[config.mk]
export PLATFORM = sky130hd
export DESIGN_NAME = gapless_block_segmenter
export DESIGN_NICKNAME = d
export VERILOG_FILES = /design/src/design/gbs_pkg.sv /design/src/design/gbs_ctrl.sv /design/src/design/gbs_datapath.sv /design/src/design/gapless_block_segmenter.sv
export SDC_FILE = /design/constraint.sdc
export NUM_CORES = 1
export LEC_CHECK = 0
export ABC_AREA = 0
export ABC_CLOCK_PERIOD_IN_PS = 6900
export BUFFER_PORTS_ARGS = -buffer_cell sky130_fd_sc_hd__buf_2
export CORE_ASPECT_RATIO = 0.75
export CORE_MARGIN = 4
export CORE_UTILIZATION = 45
export DETAILED_ROUTE_END_ITERATION = 8
export SKIP_LAST_GASP = 1
export SLEW_MARGIN = 20
export SYNTH_ARGS = -nofsm -noshare
export SYNTH_HDL_FRONTEND = slang
export SYNTH_SLANG_ARGS = --single-unit
[constraint.sdc]
create_clock -name clk -period 6.9 [get_ports clk]
set_input_delay 1.38 -clock clk [delete_from_list [all_inputs] [get_ports clk]]
set_output_delay 1.38 -clock clk [all_outputs]
set_load 0.005 [all_outputs]
[src/design/gbs_pkg.sv]
// Package: payload structs, controller/datapath link structs and constants.
`timescale 1ns / 1ps

package gbs_pkg;

    localparam int ROWS_DEFAULT        = 16;
    localparam int MAX_COLUMNS_DEFAULT = 65536;
    localparam int MASK_W              = 16;
    localparam int CFG_W               = 7;
    localparam logic [CFG_W-1:0] MIN_ROWS_RESET = 7'd2;

    typedef struct packed {
        logic [15:0] present_mask;
        logic        last_column;
    } gbs_in_t;

    typedef struct packed {
        logic [15:0] block_start;
        logic [16:0] block_length;
        logic [3:0]  row_number;
        logic [15:0] row_offset;
        logic        last_of_block;
    } gbs_out_t;

    // controller -> datapath
    typedef struct packed {
        logic latch_in;     // capture the accepted column
        logic start_close;  // load row scan from open block
        logic emit_step;    // send one row result
        logic advance;      // bump offsets of present rows, drop block
        logic clear_all;    // end of alignment
        logic join_col;     // column joins or opens a block
    } gbs_cmd_t;

    // datapath -> controller
    typedef struct packed {
        logic close_needed;
        logic scan_empty;
        logic out_free;
        logic last_col;
    } gbs_stat_t;

endpackage

[src/design/gbs_ctrl.sv]
// Controller state machine sequencing one column at a time.
`timescale 1ns / 1ps

module gbs_ctrl (
    input  logic              clk,
    input  logic              rst_n,
    input  logic              in_valid,
    output logic              in_stall,
    input  gbs_pkg::gbs_stat_t stat,
    output gbs_pkg::gbs_cmd_t  cmd
);
    import gbs_pkg::*;

    localparam logic [2:0] ST_IDLE    = 3'd0;
    localparam logic [2:0] ST_EVAL    = 3'd1;
    localparam logic [2:0] ST_EMIT    = 3'd2;
    localparam logic [2:0] ST_ADVANCE = 3'd3;
    localparam logic [2:0] ST_JOIN    = 3'd4;
    localparam logic [2:0] ST_FINAL   = 3'd5;

    logic [2:0] state_reg, state_next;
    logic       phase_reg, phase_next;   // 0: mask-change close, 1: final close

    always_comb
    begin
        state_next = state_reg;
        phase_next = phase_reg;
        cmd        = '0;
        unique case (state_reg)
            ST_IDLE:
            begin
                if (in_valid)
                begin
                    cmd.latch_in = 1'b1;
                    state_next   = ST_EVAL;
                end
            end
            ST_EVAL:
            begin
                if (stat.close_needed)
                begin
                    cmd.start_close = 1'b1;
                    phase_next      = 1'b0;
                    state_next      = ST_EMIT;
                end
                else
                begin
                    state_next = ST_JOIN;
                end
            end
            ST_EMIT:
            begin
                if (stat.scan_empty)
                    state_next = ST_ADVANCE;
                else if (stat.out_free)
                    cmd.emit_step = 1'b1;
            end
            ST_ADVANCE:
            begin
                if (phase_reg)
                begin
                    cmd.clear_all = 1'b1;
                    state_next    = ST_IDLE;
                end
                else
                begin
                    cmd.advance = 1'b1;
                    state_next  = ST_JOIN;
                end
            end
            ST_JOIN:
            begin
                cmd.join_col = 1'b1;
                state_next   = stat.last_col ? ST_FINAL : ST_IDLE;
            end
            ST_FINAL:
            begin
                cmd.start_close = 1'b1;
                phase_next      = 1'b1;
                state_next      = ST_EMIT;
            end
            default:
            begin
                state_next = ST_IDLE;
            end
        endcase
    end

    always_ff @(posedge clk or negedge rst_n)
    begin
        if (!rst_n)
        begin
            state_reg <= ST_IDLE;
            phase_reg <= 1'b0;
        end
        else
        begin
            state_reg <= state_next;
            phase_reg <= phase_next;
        end
    end

    assign in_stall = (state_reg != ST_IDLE);

endmodule

[src/design/gbs_datapath.sv]
// Datapath: open block, column counter, row offsets, row scan, output register.
`timescale 1ns / 1ps

module gbs_datapath #(
    parameter int ROWS        = gbs_pkg::ROWS_DEFAULT,
    parameter int MAX_COLUMNS = gbs_pkg::MAX_COLUMNS_DEFAULT
) (
    input  logic                      clk,
    input  logic                      rst_n,
    input  gbs_pkg::gbs_cmd_t         cmd,
    output gbs_pkg::gbs_stat_t        stat,
    input  gbs_pkg::gbs_in_t          in_data,
    input  logic                      cfg_write,
    input  logic [gbs_pkg::CFG_W-1:0] cfg_data,
    input  logic                      out_stall,
    output logic                      out_valid,
    output gbs_pkg::gbs_out_t         out_data
);
    import gbs_pkg::*;

    localparam int ROW_LIMIT = (ROWS < MASK_W) ? ROWS : MASK_W;
    localparam int ROW_W     = $clog2(ROW_LIMIT);
    localparam int CNT_W     = $clog2(ROW_LIMIT + 1);
    localparam int LEN_W     = $clog2(MAX_COLUMNS + 1);
    localparam logic [LEN_W-1:0] LEN_MAX = LEN_W'(MAX_COLUMNS);

    logic [CFG_W-1:0]     min_rows_reg, min_rows_next;
    logic [ROW_LIMIT-1:0] cur_mask_reg, cur_mask_next;
    logic                 last_reg, last_next;
    logic [ROW_LIMIT-1:0] open_mask_reg, open_mask_next;
    logic [15:0]          open_start_reg, open_start_next;
    logic [LEN_W-1:0]     open_len_reg, open_len_next;
    logic [15:0]          counter_reg, counter_next;
    logic [15:0]          offsets_reg [ROW_LIMIT];
    logic [15:0]          offsets_next [ROW_LIMIT];
    logic [ROW_LIMIT-1:0] scan_reg, scan_next, scan_rest;
    logic                 out_valid_reg, out_valid_next;
    gbs_out_t             out_data_reg, out_data_next;

    logic [CNT_W-1:0]     row_count;
    logic [ROW_W-1:0]     sel_idx;

    // present rows of the open block
    always_comb
    begin
        row_count = '0;
        for (int r = 0; r < ROW_LIMIT; r++)
            row_count = row_count + CNT_W'(open_mask_reg[r]);
    end

    // lowest row still to be sent
    always_comb
    begin
        sel_idx = '0;
        for (int r = ROW_LIMIT - 1; r >= 0; r--)
            if (scan_reg[r])
                sel_idx = ROW_W'(r);
    end

    assign scan_rest = scan_reg & (scan_reg - ROW_LIMIT'(1));

    always_comb
    begin
        min_rows_next   = min_rows_reg;
        cur_mask_next   = cur_mask_reg;
        last_next       = last_reg;
        open_mask_next  = open_mask_reg;
        open_start_next = open_start_reg;
        open_len_next   = open_len_reg;
        counter_next    = counter_reg;
        offsets_next    = offsets_reg;
        scan_next       = scan_reg;
        out_valid_next  = out_valid_reg;
        out_data_next   = out_data_reg;

        if (cfg_write)
            min_rows_next = cfg_data;

        if (cmd.latch_in)
        begin
            cur_mask_next = in_data.present_mask[ROW_LIMIT-1:0];
            last_next     = in_data.last_column;
        end

        if (cmd.start_close)
            scan_next = (CFG_W'(row_count) >= min_rows_reg) ? open_mask_reg : '0;

        if (out_valid_reg && !out_stall)
            out_valid_next = 1'b0;

        if (cmd.emit_step)
        begin
            out_data_next.block_start   = open_start_reg;
            out_data_next.block_length  = 17'(open_len_reg);
            out_data_next.row_number    = 4'(sel_idx);
            out_data_next.row_offset    = offsets_reg[sel_idx];
            out_data_next.last_of_block = (scan_rest == '0);
            out_valid_next              = 1'b1;
            scan_next                   = scan_rest;
        end

        if (cmd.advance)
        begin
            for (int r = 0; r < ROW_LIMIT; r++)
                if (open_mask_reg[r])
                    offsets_next[r] = offsets_reg[r] + 16'(open_len_reg);
            open_len_next = '0;
        end

        if (cmd.join_col)
        begin
            if (open_len_reg == '0)
            begin
                open_mask_next  = cur_mask_reg;
                open_start_next = counter_reg;
                open_len_next   = LEN_W'(1);
            end
            else if (open_len_reg < LEN_MAX)
            begin
                open_len_next = open_len_reg + LEN_W'(1);
            end
            counter_next = counter_reg + 16'd1;
        end

        if (cmd.clear_all)
        begin
            for (int r = 0; r < ROW_LIMIT; r++)
                offsets_next[r] = '0;
            counter_next    = '0;
            open_mask_next  = '0;
            open_start_next = '0;
            open_len_next   = '0;
        end
    end

    always_ff @(posedge clk or negedge rst_n)
    begin
        if (!rst_n)
        begin
            min_rows_reg   <= MIN_ROWS_RESET;
            last_reg       <= 1'b0;
            open_mask_reg  <= '0;
            open_start_reg <= '0;
            open_len_reg   <= '0;
            counter_reg    <= '0;
            for (int r = 0; r < ROW_LIMIT; r++)
                offsets_reg[r] <= '0;
            scan_reg       <= '0;
            out_valid_reg  <= 1'b0;
        end
        else
        begin
            min_rows_reg   <= min_rows_next;
            last_reg       <= last_next;
            open_mask_reg  <= open_mask_next;
            open_start_reg <= open_start_next;
            open_len_reg   <= open_len_next;
            counter_reg    <= counter_next;
            offsets_reg    <= offsets_next;
            scan_reg       <= scan_next;
            out_valid_reg  <= out_valid_next;
        end
    end

    // payload, no reset
    always_ff @(posedge clk)
    begin
        cur_mask_reg <= cur_mask_next;
        out_data_reg <= out_data_next;
    end

    assign stat.close_needed = (open_len_reg != '0) && (cur_mask_reg != open_mask_reg);
    assign stat.scan_empty   = (scan_reg == '0);
    assign stat.out_free     = !out_valid_reg || !out_stall;
    assign stat.last_col     = last_reg;

    assign out_valid = out_valid_reg;
    assign out_data  = out_data_reg;

endmodule

[src/design/gapless_block_segmenter.sv]
// Top level of the gapless block segmenter.
`timescale 1ns / 1ps

// Gapless block segmenter. Takes one alignment column per input transfer as a
// mask of rows holding a base; runs of identical masks form gapless blocks.
// When a block closes (mask change, or the column flagged last_column) and it
// holds at least min_rows_in_block rows, one result per present row is sent,
// lowest row first, with last_of_block on the final one. Offsets of present
// rows then advance by the block length; after the last column the offsets,
// column counter and open block clear. Only rows below min(ROWS, 16) count.
// Steps: a column that closes nothing is accepted, compared and joined. Each
// closed block adds the row scan (one row result per cycle while the output
// is not stalled), a step that sees the scan empty and one that updates
// offsets; a last column adds a step to start its close. A stalled output
// holds the scan while rows are pending. One column is in work at a time:
// in_stall is high from the cycle after a transfer until the column is done,
// but the output register lets a finished result wait while the next column
// is accepted. min_rows_in_block is written through cfg_valid/cfg_data
// (cfg_ready is always high); write it only while the block is idle.

module gapless_block_segmenter #(
    parameter int ROWS        = gbs_pkg::ROWS_DEFAULT,
    parameter int MAX_COLUMNS = gbs_pkg::MAX_COLUMNS_DEFAULT
) (
    input  logic                      clk,
    input  logic                      rst_n,
    // column input
    input  logic                      in_valid,
    output logic                      in_stall,
    input  gbs_pkg::gbs_in_t          in_data,
    // row results
    output logic                      out_valid,
    input  logic                      out_stall,
    output gbs_pkg::gbs_out_t         out_data,
    // min_rows_in_block write
    input  logic                      cfg_valid,
    output logic                      cfg_ready,
    input  logic [gbs_pkg::CFG_W-1:0] cfg_data
);
    import gbs_pkg::*;

    gbs_cmd_t  cmd;
    gbs_stat_t stat;

    // register write always taken
    assign cfg_ready = 1'b1;

    gbs_ctrl u_ctrl (
        .clk      (clk),
        .rst_n    (rst_n),
        .in_valid (in_valid),
        .in_stall (in_stall),
        .stat     (stat),
        .cmd      (cmd)
    );

    gbs_datapath #(
        .ROWS        (ROWS),
        .MAX_COLUMNS (MAX_COLUMNS)
    ) u_datapath (
        .clk       (clk),
        .rst_n     (rst_n),
        .cmd       (cmd),
        .stat      (stat),
        .in_data   (in_data),
        .cfg_write (cfg_valid && cfg_ready),
        .cfg_data  (cfg_data),
        .out_stall (out_stall),
        .out_valid (out_valid),
        .out_data  (out_data)
    );

endmodule

-- Yosys cells after proc, flatten, opt, wreduce, memory -nomap -nowiden
Index checks and enable logic that the tools add are counted.
- mux-type cells: 74
- shift-type cells: 0
- reduce and logical (&&, ||, !) cells: 52
- eq/ne operators: 9
- add/subtract/negate cells: 34
- multipliers: 0
- magnitude comparators: 3
- bitwise logic cells: 2
- div/mod/pow operators: 0
- operators with widths (operator ; count):
    $mux 256 ; 2
    $mux 16 ; 29
    $add 16x16->16 ; 16
    $mux 17 ; 5
    $add 5x1->5 ; 14
    $bmux 16 s4 ; 1
    $mux 4 ; 16
    $reduce_bool 2->1 ; 22
    $reduce_and 2->1 ; 19
    $logic_not 16->1 ; 2
    $pmux 3 s6 ; 1
    $add 17x1->17 const B ; 1
    $logic_not 17->1 ; 1
    $lt 17x17->1 const B ; 1
    $reduce_bool 17->1 ; 1
    $add 16x1->16 const B ; 1
    $and 16x16->16 ; 1
    $ne 16x16->1 ; 1
    $sub 16x1->16 const B ; 1
    $mux 3 ; 5
    $mux 1 ; 12
    $ge 5x7->1 ; 1
    $eq 3x2->1 const B ; 2
    $eq 3x3->1 const B ; 2
    12 further kinds ; 17
- latch bits: 0
- memories: 0
- ROM bits: 0
- output and inout port bits: 57
- input bits: 29
- logic and storage cells: 206
- bits in writable memories: 0
- register bits after elaboration: 420

-- Depth between registers and ports, before layout
- depth in word-level cells: 20
- mapped depth: 19
- depth with buffers taken out: 18

-- Cells and area by module
From an unflattened synthesis, not the netlist that was laid out.
- cells, all modules: 3258
- area, all modules: 29321.9 um^2
- modules (own cells, without submodules) (module ; sequential area each (um^2) ; cells each ; times used ; area an instance (um^2)):
    gbs_datapath ; 10761.6 ; 3228 ; 1 ; 29047.9
    gbs_ctrl ; 100.1 ; 28 ; 1 ; 262.8
    gapless_block_segmenter ; 0.0 ; 2 ; 1 ; 11.3

-- Least setup slack after synthesis
OpenSTA, ideal clock, no wires.
- path type: reg2reg
- start: register u_datapath.open_mask_reg[2]
- end: register u_datapath.scan_reg[6]
- arrival time: 4789 ps
- buffers on the path: 2
- period minus slack after synthesis: 4856 ps
- slack: 2044 ps
- setup time: 68 ps
- stages on the path, launching flop included: 19
- data required time: 6832 ps
- cells stage by stage: dfrtp_1 clkbuf_1 inv_1 fa_1 fa_1 fa_1 fa_1 fa_1 inv_1 fa_1 ha_1 a21oi_1 nor2b_1 o21ai_0 nand2b_1 a21oi_1 nor4_2 buf_2 a32o_1
- longest elaborated chain between the ends: 18
- elaborated cells on any way between the ends: 23
- those cells by class: add/sub: 14; order compare: 1; eq/ne: 1; mux: 5; reduce/logical: 2
- ends and longest elaborated chain (item ; RTL line ; source):
    start, declared ; gbs_datapath.sv:30 ; logic [ROW_LIMIT-1:0] open_mask_reg, open_mask_next;
    start signal, assigned ; gbs_datapath.sv:155 ; open_mask_reg <= open_mask_next;
    $add 5x1->5 (14 in series) ; gbs_datapath.sv:48 ; row_count = row_count + CNT_W'(open_mask_reg[r]);
    $ge 5x7->1 ; gbs_datapath.sv:86 ; scan_next = (CFG_W'(row_count) >= min_rows_reg) ? open_mask_reg : '0;
    $mux 16 ; gbs_datapath.sv:86 ;
    $mux 16 ; gbs_datapath.sv:85 ; if (cmd.start_close)
    $mux 16 ; gbs_datapath.sv:91 ; if (cmd.emit_step)
    end signal, assigned ; gbs_datapath.sv:160 ; scan_reg <= scan_next;
    end, declared ; gbs_datapath.sv:36 ; logic [ROW_LIMIT-1:0] scan_reg, scan_next, scan_rest;
Several ways; a longest one is shown, not always the timed one. The select of a mux whose other input is x is not followed.
A chain may end at the register's enable or synchronous reset.

-- Final worst setup path
- start: register u_datapath.open_mask_reg[1]
- end: register u_datapath.scan_reg[0]
- longest elaborated chain between the ends: 19
- elaborated cells on any way between the ends: 24
- those cells by class: add/sub: 15; order compare: 1; eq/ne: 1; mux: 5; reduce/logical: 2
- ends and longest elaborated chain (item ; RTL line):
    $add 1x1->2 ; gbs_datapath.sv:48
    $add 5x1->5 (14 in series) ; gbs_datapath.sv:48
    $ge 5x7->1 ; gbs_datapath.sv:86
    $mux 16 ; gbs_datapath.sv:86
    $mux 16 ; gbs_datapath.sv:85
    $mux 16 ; gbs_datapath.sv:91
Several ways; a longest one is shown, not always the timed one. The select of a mux whose other input is x is not followed.

==> impl_metrics.toml <==
[clock_network]
clock_tree.buffer_depth = 3
tritoncts = "built"
cts.hold.buffers_added = 0
clk_pin_slew_worst_paths_ns = 0.06
number_of_gates_given_a_new_drive_strength_after_cts = 0
clock_insertion_delay_worst_skew_ns = 0.61
numClockSinks = 420
cts_made_buffers = 46
cts_post_setup_buffers_inserted = 0
clock_tree_root = "sky130_fd_sc_hd__clkbuf_16"
cts_max_level = 2

[timing]
timing.fmax_ghz = 0.188
slew_headroom_pct = 27.6
grt_setup_unrepaired = "false"
worst_pin_slew_ns = 1.08
maxSlewViolCount = 0
post-route-min-period_ns = 5.31
final.setup_skew_ns = 0.0223
hold_viol_final = 0
period_share_pct = 76.9
fin_tns_setup_ns = 0
setup-violations-final = 0

[logic_synthesis]
synth_nets = 3529
synth_cell_types = 82
number_of_enable_flip_flop_cells_after_synthesis = 70
ys_dominant_reg_cell = "sky130_fd_sc_hd__dfrtp_1"
asyncSetResetFlopFracSynth_pct = 83.3
ys.warnings.count = 0
synth_area_um2 = 29500
yosysSeqAreaShare_pct = 36.8
synthCells = 3221
syn-mean-instance-area_um2 = 9.17
ys_ff_latch = 420

[pwr]
power.ir.vdd_worst_uv = 747
cellLeakagePower_uw = 0.0159
powerDensity_nw_per_um2 = 356
seqPwrFrac_pct = 28.6
power_switching_uw = 5190
net_switching_fraction_of_the_power_pct = 44.6
pwr-share-comb_pct = 48.5
p_clk_share_pct = 22.9
cellInternalPower_uw = 6440

[layout]
syn2layout_area_growth_pct = 10.6
layout.cells.most_common_list = "440 x sky130_fd_sc_hd__nand2_1, 357 x sky130_fd_sc_hd__o21ai_0, 348 x sky130_fd_sc_hd__dfrtp_1"
num-fill-cells = 6042
seq_area_um2 = 10900
largest_register_ffs = 256
mostFrequentLayoutCell = "sky130_fd_sc_hd__nand2_1"
multi_input_area_um2 = 17700
layout-drive-gt1-share_pct = 8.88
post-route-util_pct = 50.2
layout.nets = 3604
antennaDiodeCount = 0

[critical_path]
arrival_ns = 5.80
critical_path.endpoint_type = "register"
worstPathMaxFanout = 16
critPathRequiredTime_ns = 7.39
criticalPathCategory = "register to register"
critical_path.startpoint_type = "register"

[drt]
postRouteWirelength_um = 95700
detail_route.vias_per_cell = 6.06
routedWlPerCell_um = 22.8
drt_iter0_markers = 2438
route.vias.total = 25500
ant_nets = 0
drt_pass1_iterations = 5
drcViolationCount = 0

[die]
fp.dieArea_um2 = 69900
initial_utilization_pct = 45.4
core_um2 = 65100
core.rowCount = 81
die_height_um = 230
io-pin-count = 86
floorplan.die.width_um = 304

[hold_path]
min_path_type = "register to register"

[grt]
vias_in_the_first_global_route = 24800
global_route.usage.total_pct = 26.8
grt_first_pass_wirelength_um = 147000
globalRoute.totalOverflow = 0
grt_antenna_before_repair = 2
grt_start_max_net_pins = 136

[place]
port_buffers = 84
gp_congestion = 0.902
place_hpwl_um = 68200

[run_status]
outcome = "complete, no violations"

[flow_run]
max_cap_viol_count = 0
## metrics by stage
step | setup WS [ns] | hold slack [ns] | area [um2] | cells | power, uW
5_1_grt | 1.34 | 0.452 | 32700 | 4205 | 12300
3_3_place_gp | 1.61 | 0.440 | 31100 | 4119 | 8890
6_report | 1.59 | 0.447 | 32700 | 4205 | 11600
2_1_floorplan | 2.04 | 0.424 | 29500 | 3221 | 7160
3_5_place_dp | 1.64 | 0.429 | 31100 | 4119 | 8940
4_1_cts | 1.60 | 0.445 | 32700 | 4205 | 11600
## per-layer routing
layer	GRT usage (%)	part of all wire, %
met4	10.8	4.3
met1	38.0	46
met3	7.28	9.2
met5	0	0
met2	38.7	41
## cell usage after synthesis, types with 9 or more instances
master                      count  area share [%]
sky130_fd_sc_hd__nor3_1        78             1.3
sky130_fd_sc_hd__mux2i_1      135             4.6
sky130_fd_sc_hd__o31ai_1       34            0.86
sky130_fd_sc_hd__and2_1        12            0.25
sky130_fd_sc_hd__o21ai_1       22            0.37
sky130_fd_sc_hd__o21ai_0      358             6.1
sky130_fd_sc_hd__clkbuf_1      68            0.86
sky130_fd_sc_hd__a21o_1        63             1.6
sky130_fd_sc_hd__nand4_1       22            0.47
sky130_fd_sc_hd__nor4_1        10            0.21
sky130_fd_sc_hd__a22o_1        29            0.86
sky130_fd_sc_hd__a31oi_1       19            0.40
sky130_fd_sc_hd__xor2_1       138             4.1
sky130_fd_sc_hd__o21a_1        10            0.25
sky130_fd_sc_hd__buf_2         32            0.54
sky130_fd_sc_hd__o221ai_1      17            0.50
sky130_fd_sc_hd__o311ai_1      11            0.33
sky130_fd_sc_hd__o21bai_1       9            0.23
sky130_fd_sc_hd__a22oi_1       18            0.46
sky130_fd_sc_hd__ha_1         253              11
sky130_fd_sc_hd__and3_1        27            0.57
sky130_fd_sc_hd__mux2_2        34             1.3
sky130_fd_sc_hd__dfrtp_1      349              30
sky130_fd_sc_hd__o2111ai_1     12            0.36
sky130_fd_sc_hd__or2_2         15            0.32
sky130_fd_sc_hd__or3_1         48             1.0
sky130_fd_sc_hd__edfxtp_1      70             7.1
sky130_fd_sc_hd__fa_1          26             1.8
sky130_fd_sc_hd__nand3_1       72             1.2
sky130_fd_sc_hd__nand2_1      440             5.6
sky130_fd_sc_hd__nor2b_1       24            0.51
sky130_fd_sc_hd__a32o_1        38             1.3
sky130_fd_sc_hd__a21oi_1      138             2.3
sky130_fd_sc_hd__nand2b_1      29            0.61
sky130_fd_sc_hd__inv_1        146             1.9
sky130_fd_sc_hd__and4_1        13            0.39
sky130_fd_sc_hd__a211oi_1      33            0.84
sky130_fd_sc_hd__o211ai_1      22            0.56
sky130_fd_sc_hd__xnor2_1       72             2.1
sky130_fd_sc_hd__a21boi_0      17            0.43
sky130_fd_sc_hd__nor2_1       155             2.0
## final timing paths
check | cells after the start | endpoint | start | slack (ns)
worst max-delay path | 18 | u_datapath.scan_reg[0] | u_datapath.open_mask_reg[1] | 1.59
worst min-delay path | 0 | u_datapath.out_data[53] | u_datapath.open_start_reg[15] | 0.45
worst max register to register | 18 | u_datapath.scan_reg[0] | u_datapath.open_mask_reg[1] | 1.59
worst min register to register | 0 | u_datapath.out_data[53] | u_datapath.open_start_reg[15] | 0.45
max in group asynchronous | 2 | u_datapath.offsets_reg[174] | rst_n | 4.83
min in group asynchronous | 1 | u_datapath.offsets_reg[76] | rst_n | 0.73
## cell type report
class                           instances  area share (%)
Clock inverter                         30            1.11
Timing Repair Buffer                  136            2.59
Clock buffer                           56            3.73
Sequential cell                       420            33.3
Multi-Input combinational cell       2545            54.3
Inverter                              147            1.69
Tap cell                              871            3.34
## power groups by stage
stage	registers, uW	logic, uW	clock network, uW
after floorplan	3220	3940	0
after CTS	3310	5600	2700
final	3330	5640	2660
after global placement	3340	5540	0
after detailed placement	3360	5580	0
after global routing	3360	6080	2810
## critical path, cell delays in order, from the launching register on
cell	delay, ns
sky130_fd_sc_hd__dfrtp_1	0.60
sky130_fd_sc_hd__ha_1	0.32
sky130_fd_sc_hd__inv_1	0.07
sky130_fd_sc_hd__fa_1	0.43
sky130_fd_sc_hd__fa_1	0.52
sky130_fd_sc_hd__fa_1	0.55
sky130_fd_sc_hd__fa_1	0.43
sky130_fd_sc_hd__fa_1	0.37
sky130_fd_sc_hd__inv_1	0.09
sky130_fd_sc_hd__fa_1	0.42
sky130_fd_sc_hd__ha_1	0.29
sky130_fd_sc_hd__a21oi_1	0.16
sky130_fd_sc_hd__nor2b_1	0.06
sky130_fd_sc_hd__o21ai_0	0.14
sky130_fd_sc_hd__nand2b_1	0.07
sky130_fd_sc_hd__a21oi_1	0.17
sky130_fd_sc_hd__nor4_2	0.05
sky130_fd_sc_hd__buf_4	0.21
sky130_fd_sc_hd__a22o_1	0.24
## cell families after synthesis
| kind of cell | Yosys count | synth area share (%) |
|---|---|---|
| and+or+nand+nor | 967 | 15.1 |
| muxes | 169 | 5.87 |
| other | 1 | 0.0127 |
| AOI/OAI and AO/OA | 917 | 20.1 |
| buffers and inverters | 256 | 3.46 |
| adders and majority gates | 281 | 12.5 |
| xor gates and xnor gates | 210 | 6.22 |
| DFF | 420 | 36.8 |
Power figures use the tool's default switching activity.
